## src/hdl/rpq_pkg.sv

```systemverilog
// ----------------------------------------------------------------------------
// rpq_pkg
// Shared types and constants for the ready priority queue.
// ----------------------------------------------------------------------------
`default_nettype none

package rpq_pkg;

  localparam int MAX_ENTRIES_DEF = 16;
  localparam int ID_W            = 8;
  localparam int PRI_W           = 4;
  localparam int S_TDATA_W       = 16;
  localparam int M_TDATA_W       = 16;

  typedef enum logic [1:0] {
    OP_INSERT,
    OP_SELECT,
    OP_RESCHED,
    OP_SET_READY
  } op_t;

  typedef enum logic [1:0] {
    ST_OK,
    ST_FULL,
    ST_NOT_FOUND,
    ST_NO_READY
  } status_t;

  // kind of walk over the table
  typedef enum logic [1:0] {
    WK_INSERT,
    WK_SELECT,
    WK_FIND,
    WK_MOVE
  } walk_t;

  typedef enum logic [1:0] {
    CMP_PRI_GE,
    CMP_READY,
    CMP_ID
  } cmp_mode_t;

  typedef enum logic [2:0] {
    S_IDLE,
    S_READ,
    S_CHECK,
    S_WRITE,
    S_DONE
  } state_t;

  typedef struct packed {
    logic             ready;
    logic [PRI_W-1:0] pri;
    logic [ID_W-1:0]  id;
  } entry_t;

  localparam int ENTRY_W = $bits(entry_t);

  typedef struct packed {
    op_t              op;
    logic [ID_W-1:0]  req_id;
    logic [PRI_W-1:0] priority_req;
    logic             ready_req;
  } req_t;

  typedef struct packed {
    status_t         status;
    logic [ID_W-1:0] chosen_id;
    logic            is_empty;
  } res_t;

  localparam int M_PAD_W = M_TDATA_W - 2 - ID_W - 1;

endpackage

`default_nettype wire

```

## src/hdl/rpq_ram.sv

```systemverilog
// ----------------------------------------------------------------------------
// rpq_ram
// Generic single-write, single-read RAM with registered read data.
// ----------------------------------------------------------------------------
`default_nettype none

module rpq_ram #(
  parameter int WIDTH = 8,
  parameter int DEPTH = 16
) (
  input  wire logic                     clk,
  input  wire logic                     we,
  input  wire logic [$clog2(DEPTH)-1:0] wr_addr,
  input  wire logic [WIDTH-1:0]         wr_data,
  input  wire logic [$clog2(DEPTH)-1:0] rd_addr,
  output logic      [WIDTH-1:0]         rd_data
);

  logic [WIDTH-1:0] mem [DEPTH];

  always_ff @(posedge clk) begin
    if (we) begin
      mem[wr_addr] <= wr_data;
    end
    rd_data <= mem[rd_addr];
  end

endmodule

`default_nettype wire

```

## src/hdl/rpq_cmp.sv

```systemverilog
// ----------------------------------------------------------------------------
// rpq_cmp
// Shared compare unit: tests one table entry against the current key.
// ----------------------------------------------------------------------------
`default_nettype none

module rpq_cmp (
  input  wire rpq_pkg::cmp_mode_t            mode,
  input  wire rpq_pkg::entry_t               ent,
  input  wire logic [rpq_pkg::ID_W-1:0]      key_id,
  input  wire logic [rpq_pkg::PRI_W-1:0]     key_pri,
  output logic                               hit
);

  always_comb begin
    case (mode)
      rpq_pkg::CMP_PRI_GE: hit = (ent.pri >= key_pri);
      rpq_pkg::CMP_READY:  hit = ent.ready;
      rpq_pkg::CMP_ID:     hit = (ent.id == key_id);
      default:             hit = 1'b0;
    endcase
  end

endmodule

`default_nettype wire

```

## src/hdl/rpq_ctrl.sv

```systemverilog
// ----------------------------------------------------------------------------
// rpq_ctrl
// Sequencer that walks the ordered table one entry at a time through the
// table RAM and the shared compare unit.
// ----------------------------------------------------------------------------
`default_nettype none

module rpq_ctrl #(
  parameter int MAX_ENTRIES = rpq_pkg::MAX_ENTRIES_DEF
) (
  input  wire logic          clk,
  input  wire logic          rst,
  input  wire logic          start,
  input  wire rpq_pkg::req_t req,
  output logic               idle,
  output logic               done,
  output rpq_pkg::res_t      res,
  input  wire logic          take
);

  localparam int AW = $clog2(MAX_ENTRIES);
  localparam int CW = $clog2(MAX_ENTRIES + 1);

  rpq_pkg::state_t  state, state_next;
  rpq_pkg::walk_t   walk;
  rpq_pkg::req_t    req_q;
  rpq_pkg::entry_t  hold;
  rpq_pkg::status_t status;
  logic [rpq_pkg::ID_W-1:0] chosen;
  logic [CW-1:0]    idx;
  logic [CW-1:0]    count;

  logic                         ram_we;
  logic [AW-1:0]                ram_wa;
  logic [rpq_pkg::ENTRY_W-1:0]  ram_wd;
  logic [AW-1:0]                ram_ra;
  logic [rpq_pkg::ENTRY_W-1:0]  ram_rd;
  rpq_pkg::entry_t              rd_ent;

  rpq_pkg::cmp_mode_t           cmp_mode;
  logic [rpq_pkg::PRI_W-1:0]    cmp_pri;
  logic                         hit;
  logic                         at_end;
  logic                         full;

  assign rd_ent = rpq_pkg::entry_t'(ram_rd);
  assign full   = (count == CW'(MAX_ENTRIES));

  // insert walks down from the tail, all other walks go up
  assign at_end = (walk == rpq_pkg::WK_INSERT) ? (idx == '0) : (idx == count);

  rpq_ram #(
    .WIDTH (rpq_pkg::ENTRY_W),
    .DEPTH (MAX_ENTRIES)
  ) u_ram (
    .clk     (clk),
    .we      (ram_we),
    .wr_addr (ram_wa),
    .wr_data (ram_wd),
    .rd_addr (ram_ra),
    .rd_data (ram_rd)
  );

  rpq_cmp u_cmp (
    .mode    (cmp_mode),
    .ent     (rd_ent),
    .key_id  (req_q.req_id),
    .key_pri (cmp_pri),
    .hit     (hit)
  );

  // next state
  always_comb begin
    state_next = state;
    case (state)
      rpq_pkg::S_IDLE: begin
        if (start) begin
          if (req.op == rpq_pkg::OP_INSERT && full) begin
            state_next = rpq_pkg::S_DONE;
          end else begin
            state_next = rpq_pkg::S_READ;
          end
        end
      end
      rpq_pkg::S_READ: begin
        if (at_end) begin
          if (walk == rpq_pkg::WK_INSERT || walk == rpq_pkg::WK_MOVE) begin
            state_next = rpq_pkg::S_WRITE;
          end else begin
            state_next = rpq_pkg::S_DONE;
          end
        end else begin
          state_next = rpq_pkg::S_CHECK;
        end
      end
      rpq_pkg::S_CHECK: begin
        case (walk)
          rpq_pkg::WK_INSERT: state_next = hit ? rpq_pkg::S_WRITE : rpq_pkg::S_READ;
          rpq_pkg::WK_SELECT: state_next = hit ? rpq_pkg::S_DONE : rpq_pkg::S_READ;
          rpq_pkg::WK_FIND: begin
            if (hit && req_q.op == rpq_pkg::OP_SET_READY) begin
              state_next = rpq_pkg::S_DONE;
            end else begin
              state_next = rpq_pkg::S_READ;
            end
          end
          rpq_pkg::WK_MOVE:   state_next = hit ? rpq_pkg::S_READ : rpq_pkg::S_WRITE;
          default:            state_next = rpq_pkg::S_IDLE;
        endcase
      end
      rpq_pkg::S_WRITE: state_next = rpq_pkg::S_DONE;
      rpq_pkg::S_DONE: begin
        if (take) begin
          state_next = rpq_pkg::S_IDLE;
        end
      end
      default: state_next = rpq_pkg::S_IDLE;
    endcase
  end

  // RAM and compare controls
  always_comb begin
    rpq_pkg::entry_t tmp;
    tmp      = rd_ent;
    ram_we   = 1'b0;
    ram_wa   = idx[AW-1:0];
    ram_wd   = ram_rd;
    ram_ra   = idx[AW-1:0];
    cmp_mode = rpq_pkg::CMP_ID;
    cmp_pri  = req_q.priority_req;

    case (walk)
      rpq_pkg::WK_INSERT: begin
        cmp_mode = rpq_pkg::CMP_PRI_GE;
        ram_ra   = AW'(idx - CW'(1));
      end
      rpq_pkg::WK_SELECT: cmp_mode = rpq_pkg::CMP_READY;
      rpq_pkg::WK_FIND:   cmp_mode = rpq_pkg::CMP_ID;
      rpq_pkg::WK_MOVE: begin
        cmp_mode = rpq_pkg::CMP_PRI_GE;
        cmp_pri  = hold.pri;
      end
      default: cmp_mode = rpq_pkg::CMP_ID;
    endcase

    case (state)
      rpq_pkg::S_CHECK: begin
        case (walk)
          rpq_pkg::WK_INSERT: begin
            // shift entry one slot toward the tail
            ram_we = !hit;
          end
          rpq_pkg::WK_FIND: begin
            tmp.ready = req_q.ready_req;
            ram_wd    = tmp;
            ram_we    = hit && (req_q.op == rpq_pkg::OP_SET_READY);
          end
          rpq_pkg::WK_MOVE: begin
            // pull same-priority entry up over the moved one
            ram_we = hit;
            ram_wa = AW'(idx - CW'(1));
          end
          default: ram_we = 1'b0;
        endcase
      end
      rpq_pkg::S_WRITE: begin
        ram_we = 1'b1;
        if (walk == rpq_pkg::WK_MOVE) begin
          ram_wa = AW'(idx - CW'(1));
          ram_wd = hold;
        end else begin
          ram_wd = {req_q.ready_req, req_q.priority_req, req_q.req_id};
        end
      end
      default: ram_we = 1'b0;
    endcase
  end

  always_ff @(posedge clk) begin
    if (rst) begin
      state <= rpq_pkg::S_IDLE;
      count <= '0;
      walk  <= rpq_pkg::WK_SELECT;
    end else begin
      state <= state_next;
      case (state)
        rpq_pkg::S_IDLE: begin
          if (start) begin
            req_q  <= req;
            chosen <= '0;
            case (req.op)
              rpq_pkg::OP_INSERT: begin
                walk <= rpq_pkg::WK_INSERT;
                idx  <= count;
                if (full) begin
                  status <= rpq_pkg::ST_FULL;
                end else begin
                  status <= rpq_pkg::ST_OK;
                end
              end
              rpq_pkg::OP_SELECT: begin
                walk   <= rpq_pkg::WK_SELECT;
                idx    <= '0;
                status <= rpq_pkg::ST_OK;
              end
              default: begin
                walk   <= rpq_pkg::WK_FIND;
                idx    <= '0;
                status <= rpq_pkg::ST_OK;
              end
            endcase
          end
        end
        rpq_pkg::S_READ: begin
          if (at_end) begin
            if (walk == rpq_pkg::WK_SELECT) begin
              status <= rpq_pkg::ST_NO_READY;
            end else if (walk == rpq_pkg::WK_FIND) begin
              status <= rpq_pkg::ST_NOT_FOUND;
            end
          end
        end
        rpq_pkg::S_CHECK: begin
          case (walk)
            rpq_pkg::WK_INSERT: begin
              if (!hit) begin
                idx <= idx - CW'(1);
              end
            end
            rpq_pkg::WK_SELECT: begin
              if (hit) begin
                chosen <= rd_ent.id;
              end else begin
                idx <= idx + CW'(1);
              end
            end
            rpq_pkg::WK_FIND: begin
              if (hit && req_q.op == rpq_pkg::OP_RESCHED) begin
                hold <= rd_ent;
                walk <= rpq_pkg::WK_MOVE;
                idx  <= idx + CW'(1);
              end else if (!hit) begin
                idx <= idx + CW'(1);
              end
            end
            rpq_pkg::WK_MOVE: begin
              if (hit) begin
                idx <= idx + CW'(1);
              end
            end
            default: idx <= idx;
          endcase
        end
        rpq_pkg::S_WRITE: begin
          if (walk == rpq_pkg::WK_INSERT) begin
            count <= count + CW'(1);
          end
        end
        default: idx <= idx;
      endcase
    end
  end

  assign idle          = (state == rpq_pkg::S_IDLE);
  assign done          = (state == rpq_pkg::S_DONE);
  assign res.status    = status;
  assign res.chosen_id = chosen;
  assign res.is_empty  = (count == '0);

endmodule

`default_nettype wire

```

## src/hdl/ready_priority_queue_core.sv

```systemverilog
// ----------------------------------------------------------------------------
// ready_priority_queue_core
// Ordered thread table (priority, then arrival) with insert, select first
// ready, reschedule to end of priority group and set ready flag.
// ----------------------------------------------------------------------------
// channel  dir  signals                      word contents
// s        in   s_tvalid s_tready s_tdata    op in tuser, request in tdata
//               s_tuser
// m        out  m_tvalid m_tready m_tdata    status, chosen id, empty flag
//
// A request visits the table entries one at a time through the one read port
// of the table RAM (one read and one compare per entry). One request at a
// time; s_tready is high only while the sequencer is idle. The result sits
// in an output register, so the next request is taken while m_tready is
// low. Reset clears the entry count; no clearing pass over the table.
// ----------------------------------------------------------------------------
`default_nettype none

module ready_priority_queue_core #(
  parameter int MAX_ENTRIES = rpq_pkg::MAX_ENTRIES_DEF
) (
  input  wire logic                            clk,
  input  wire logic                            rst,
  input  wire logic                            s_tvalid,
  output logic                                 s_tready,
  // [7:0] req_id, [11:8] priority_req, [12] ready_req, [15:13] zero
  input  wire logic [rpq_pkg::S_TDATA_W-1:0]   s_tdata,
  // [1:0] op
  input  wire logic [1:0]                      s_tuser,
  output logic                                 m_tvalid,
  input  wire logic                            m_tready,
  // [1:0] status, [9:2] chosen_id, [10] is_empty, [15:11] zero
  output logic      [rpq_pkg::M_TDATA_W-1:0]   m_tdata
);

  rpq_pkg::req_t req;
  rpq_pkg::res_t res;
  rpq_pkg::res_t out_res;
  logic          idle;
  logic          done;
  logic          take;
  logic          start;

  assign req.op           = rpq_pkg::op_t'(s_tuser);
  assign req.req_id       = s_tdata[rpq_pkg::ID_W-1:0];
  assign req.priority_req = s_tdata[rpq_pkg::ID_W +: rpq_pkg::PRI_W];
  assign req.ready_req    = s_tdata[rpq_pkg::ID_W + rpq_pkg::PRI_W];

  assign s_tready = idle;
  assign start    = s_tvalid && idle;
  // output slot free or being emptied this cycle
  assign take     = done && (!m_tvalid || m_tready);

  rpq_ctrl #(
    .MAX_ENTRIES (MAX_ENTRIES)
  ) u_ctrl (
    .clk   (clk),
    .rst   (rst),
    .start (start),
    .req   (req),
    .idle  (idle),
    .done  (done),
    .res   (res),
    .take  (take)
  );

  always_ff @(posedge clk) begin
    if (rst) begin
      m_tvalid <= 1'b0;
    end else if (take) begin
      m_tvalid <= 1'b1;
    end else if (m_tready) begin
      m_tvalid <= 1'b0;
    end
  end

  always_ff @(posedge clk) begin
    if (take) begin
      out_res <= res;
    end
  end

  assign m_tdata = {{rpq_pkg::M_PAD_W{1'b0}}, out_res.is_empty, out_res.chosen_id,
                    out_res.status};

  // a full table is never empty
  a_full_not_empty: assert property (@(posedge clk) disable iff (rst)
    m_tvalid && out_res.status == rpq_pkg::ST_FULL |-> !out_res.is_empty)
    else $error("full status reported with empty table");

  // only a successful select carries an id
  a_chosen_ok: assert property (@(posedge clk) disable iff (rst)
    m_tvalid && out_res.chosen_id != '0 |-> out_res.status == rpq_pkg::ST_OK)
    else $error("chosen id with non-ok status");

  // a handed-over result shows up on the output
  a_take_shows: assert property (@(posedge clk) disable iff (rst)
    take |=> m_tvalid)
    else $error("result lost on hand-over");

  // no request is taken while a result is still inside the sequencer
  a_no_start_busy: assert property (@(posedge clk) disable iff (rst)
    done |-> !s_tready)
    else $error("request accepted while result pending");

endmodule

`default_nettype wire

```

## config.mk

```make
export PLATFORM = sky130hd
export DESIGN_NAME = ready_priority_queue_core
export DESIGN_NICKNAME = d
export VERILOG_FILES = /design/src/hdl/rpq_pkg.sv /design/src/hdl/rpq_ram.sv /design/src/hdl/rpq_cmp.sv /design/src/hdl/rpq_ctrl.sv /design/src/hdl/ready_priority_queue_core.sv
export SDC_FILE = /design/constraint.sdc
export NUM_CORES = 1
export LEC_CHECK = 0
export BUFFER_PORTS_ARGS = -buffer_cell sky130_fd_sc_hd__buf_2
export CORE_ASPECT_RATIO = 1.75
export CORE_MARGIN = 2
export CORE_UTILIZATION = 40
export DETAILED_ROUTE_END_ITERATION = 8
export PLACE_DENSITY_LB_ADDON = 0.3
export SYNTH_ARGS = -nofsm -noshare
export SYNTH_HDL_FRONTEND = slang
export SYNTH_SLANG_ARGS = --single-unit
```

## constraint.sdc

```tcl
create_clock -name clk -period 6.4 [get_ports clk]
set_input_delay 0.64 -clock clk [delete_from_list [all_inputs] [get_ports clk]]
set_output_delay 0.64 -clock clk [all_outputs]
set_load 0.01 [all_outputs]
```

==> impl_metrics.tcl <==
set metrics [dict create \
    worst_pin_slew_ps 1090 \
    num_io_pins 40 \
    clkTransAtPathRegs_ps 70 \
    maxCapViolations 0 \
    finalSetupTns_ps 0 \
    post_cts_buffers 0 \
    dominantRegCellSynth "edfxtp_1" \
    row_count 84 \
    routed_via_density 5.31 \
    place_area_um2 12800 \
    dr.pass1.iters 5 \
    finalClockSkew_ps 13.2 \
    antenna_found_initial 0 \
    outcome "finished, final reports clean" \
    path_class "reg2reg" \
    gp_congestion 0.834 \
    relSlewSlack_pct 26.8 \
    drc 0 \
    stdcell_area_um2 13600 \
    clockRootBuffer "clkbuf_16" \
    layout_commonest_cell "edfxtp_1" \
    cp_num_buf_inv 0 \
    die_area_um2 31700 \
    cp_max_fo 16 \
    setup.worst_path.start_class "flop" \
    crit_top_cell "ha_1" \
    dp_hpwl_um 17100 \
    peakVddDrop_mv 0.210 \
    grt_max_degree 53 \
    ctsResizeCount 0 \
    clk_latency_ps 550 \
    fin_nets 802 \
    arrival_ps 4400 \
    die_h_um 234 \
    antenna_cells 0 \
    nFillCells 2559 \
    syn_area_um2 12100 \
    synthCells 708 \
    cpPeakStageDelay_ps 740 \
    cts_num_sinks 286 \
    cp-end-kind "flop" \
    min_period_ps 4240 \
    yosysWarnings 0 \
    slew_violations 0 \
    cp_slowest_cell "a2111oi_2" \
    setup_violations 0 \
    ys_ff_latch 286 \
    initialDrtViolationCount 471 \
    crit_required_ps 6570 \
    start_util_pct 40.4 \
    hold_viol 0 \
    fin_crit_sh_pct 66.2 \
    cp_top_family "compound AO/OA/AOI/OAI gates" \
    io_buffers 31 \
    postSynthAreaPerCell_um2 17.1 \
    routed-via-count 6190 \
    ys_async_sr_fraction_pct 0 \
    grt_pass1_wl_um 37300 \
    synth_edf_count 262 \
    hold_buffers 0 \
    final_cell_mix "262 x edfxtp_1, 65 x mux4_2, 47 x nand2_1, 45 x nor2_1, 36 x buf_4" \
    leakage_nw 4.49 \
    clock_path_buffers 3 \
    cts_buffers 25 \
    cp_cell_sequence "ha_1 > mux2_2 > ha_1 > nand2b_4 > a2111oi_4 > o31a_4 > a21oi_4 > mux2_4 > a2111oi_2" \
    power_density_nw_per_um2 380 \
    cts_tree "yes" \
    h-tree-depth 1 \
    grt_pass1_vias 6439 \
    syn_to_final_growth_pct 12.4 \
    synthDistinctLibCells 60 \
    wl_per_cell_um 20.9 \
    core_area_um2 30000 \
    rsz0062_at_grt "false" \
    max_freq_ghz 0.236 \
    grt_usage_pct 15.5 \
    drive_above_1_share_pct 23.1 \
    ys_seq_area_share_pct 69.0 \
    p_total_mw 5.16 \
    die_w_um 135 \
    grt_overflow_total 0 \
    wirelength_um 24300 \
    hold_path_class "in2reg" \
    drtAntennaViolNets 0 \
]
layer usage:
metal  share of wire, %  GRT usage (%)
met3                3.0           1.53
met5                  0              0
met4                2.9           5.57
met1                 36           16.4
met2                 58           31.3
worst paths after layout:
| kind | start | end | slack (ps) | cells after the start |
|---|---|---|---|---|
| worst min register to register | u_ctrl.chosen[6]$_SDFFCE_PN0P_ | m_tdata[8]$_DFFE_PP_ | 420 | 0 |
| worst max-delay path | u_ctrl.walk[1]$_SDFFE_PP0P_ | u_ctrl.idx[3]$_DFFE_PP_ | 2160 | 9 |
| worst min-delay path | s_tdata[8] | u_ctrl.req_q[1]$_DFFE_PP_ | 270 | 1 |
| worst max register to register | u_ctrl.walk[1]$_SDFFE_PP0P_ | u_ctrl.idx[3]$_DFFE_PP_ | 2160 | 9 |
state kept, by name, indices dropped and copies added, names as in the netlist, 3 cells and up:
register              flops
u_ctrl.u_ram.mem        208
u_ctrl.req_q             15
u_ctrl.hold              13
u_ctrl.u_ram.rd_data     13
m_tdata                  11
u_ctrl.chosen             8
u_ctrl.count              5
u_ctrl.idx                5
u_ctrl.state              3
cells by family (layout without fill, tap and decap cells):
kind of cell             Yosys count  count (layout)  synth area share [%]
flip-flops                       286             286                  69.0
AND/OR/NAND/NOR                  154             154                  6.03
multiplexers                      84              84                  13.7
AO/OA/AOI/OAI                     82              82                  5.09
buffers and inverters             58             125                  2.26
XOR/XNOR                          27              27                  2.17
adder cells (fa/ha/maj)           16              16                  1.66
other                              1               5                0.0310
report_power, final:
group          switching (mW)  internal [mW]
Combinational           0.709          0.522
Sequential              0.103           2.38
Clock                   0.646          0.802
synth_stat cells (4+ instances only):
library cell	instances	area, um^2
nor2b_1	5	31.3
ha_1	16	200
xor2_1	9	78.8
clkbuf_1	24	90.1
dfxtp_1	24	480
o31ai_1	6	45.0
nor4_1	7	43.8
inv_1	15	56.3
buf_4	12	90.1
xnor2_1	16	140
and3_1	9	56.3
nand3_1	12	60.1
a21oi_1	11	55.1
nand4_1	4	25.0
nor2_1	45	169
o21a_1	5	37.5
nor3_1	9	45.0
a31oi_1	6	37.5
o21ai_0	23	115
mux4_2	65	1460
edfxtp_1	262	7870
a211oi_1	5	37.5
nand2_1	47	176
mux2i_1	17	170
nand2b_1	4	25.0
through the flow:
| stage | util [%] | hold slack (ps) | std cells | worst slack, ps |
|---|---|---|---|---|
| 3_3_place_gp | 42.8 | 402 | 1124 | 2160 |
| 4_1_cts | 45.4 | 251 | 1166 | 2120 |
| 2_1_floorplan | - | 400 | 712 | 2030 |
| 5_1_grt | 45.4 | 250 | 1166 | 1970 |
| 6_report | 45.4 | 267 | 1166 | 2160 |
| 3_5_place_dp | 42.8 | 407 | 1124 | 2160 |
layout make-up:
type                    count  area (um^2)  area share, %
clock buffers              32          652           4.79
multi-input cells         368         3510           25.8
repair buffers             67          425           3.13
inverters                  16         60.1          0.442
clock inverters            10          114          0.837
flip-flops and latches    286         8350           61.4
well taps                 387          484           3.56
worst reg2reg max path, delay by kind of cell, from the launching register on:
kind                       cells  cell delay [ps]
AOI/OAI and AO/OA              4             1570
adders and majority gates      2              940
muxes                          2              770
DFF                            1              450
and+or+nand+nor                1              130
Note: power is estimated with default switching activity, not from simulation.
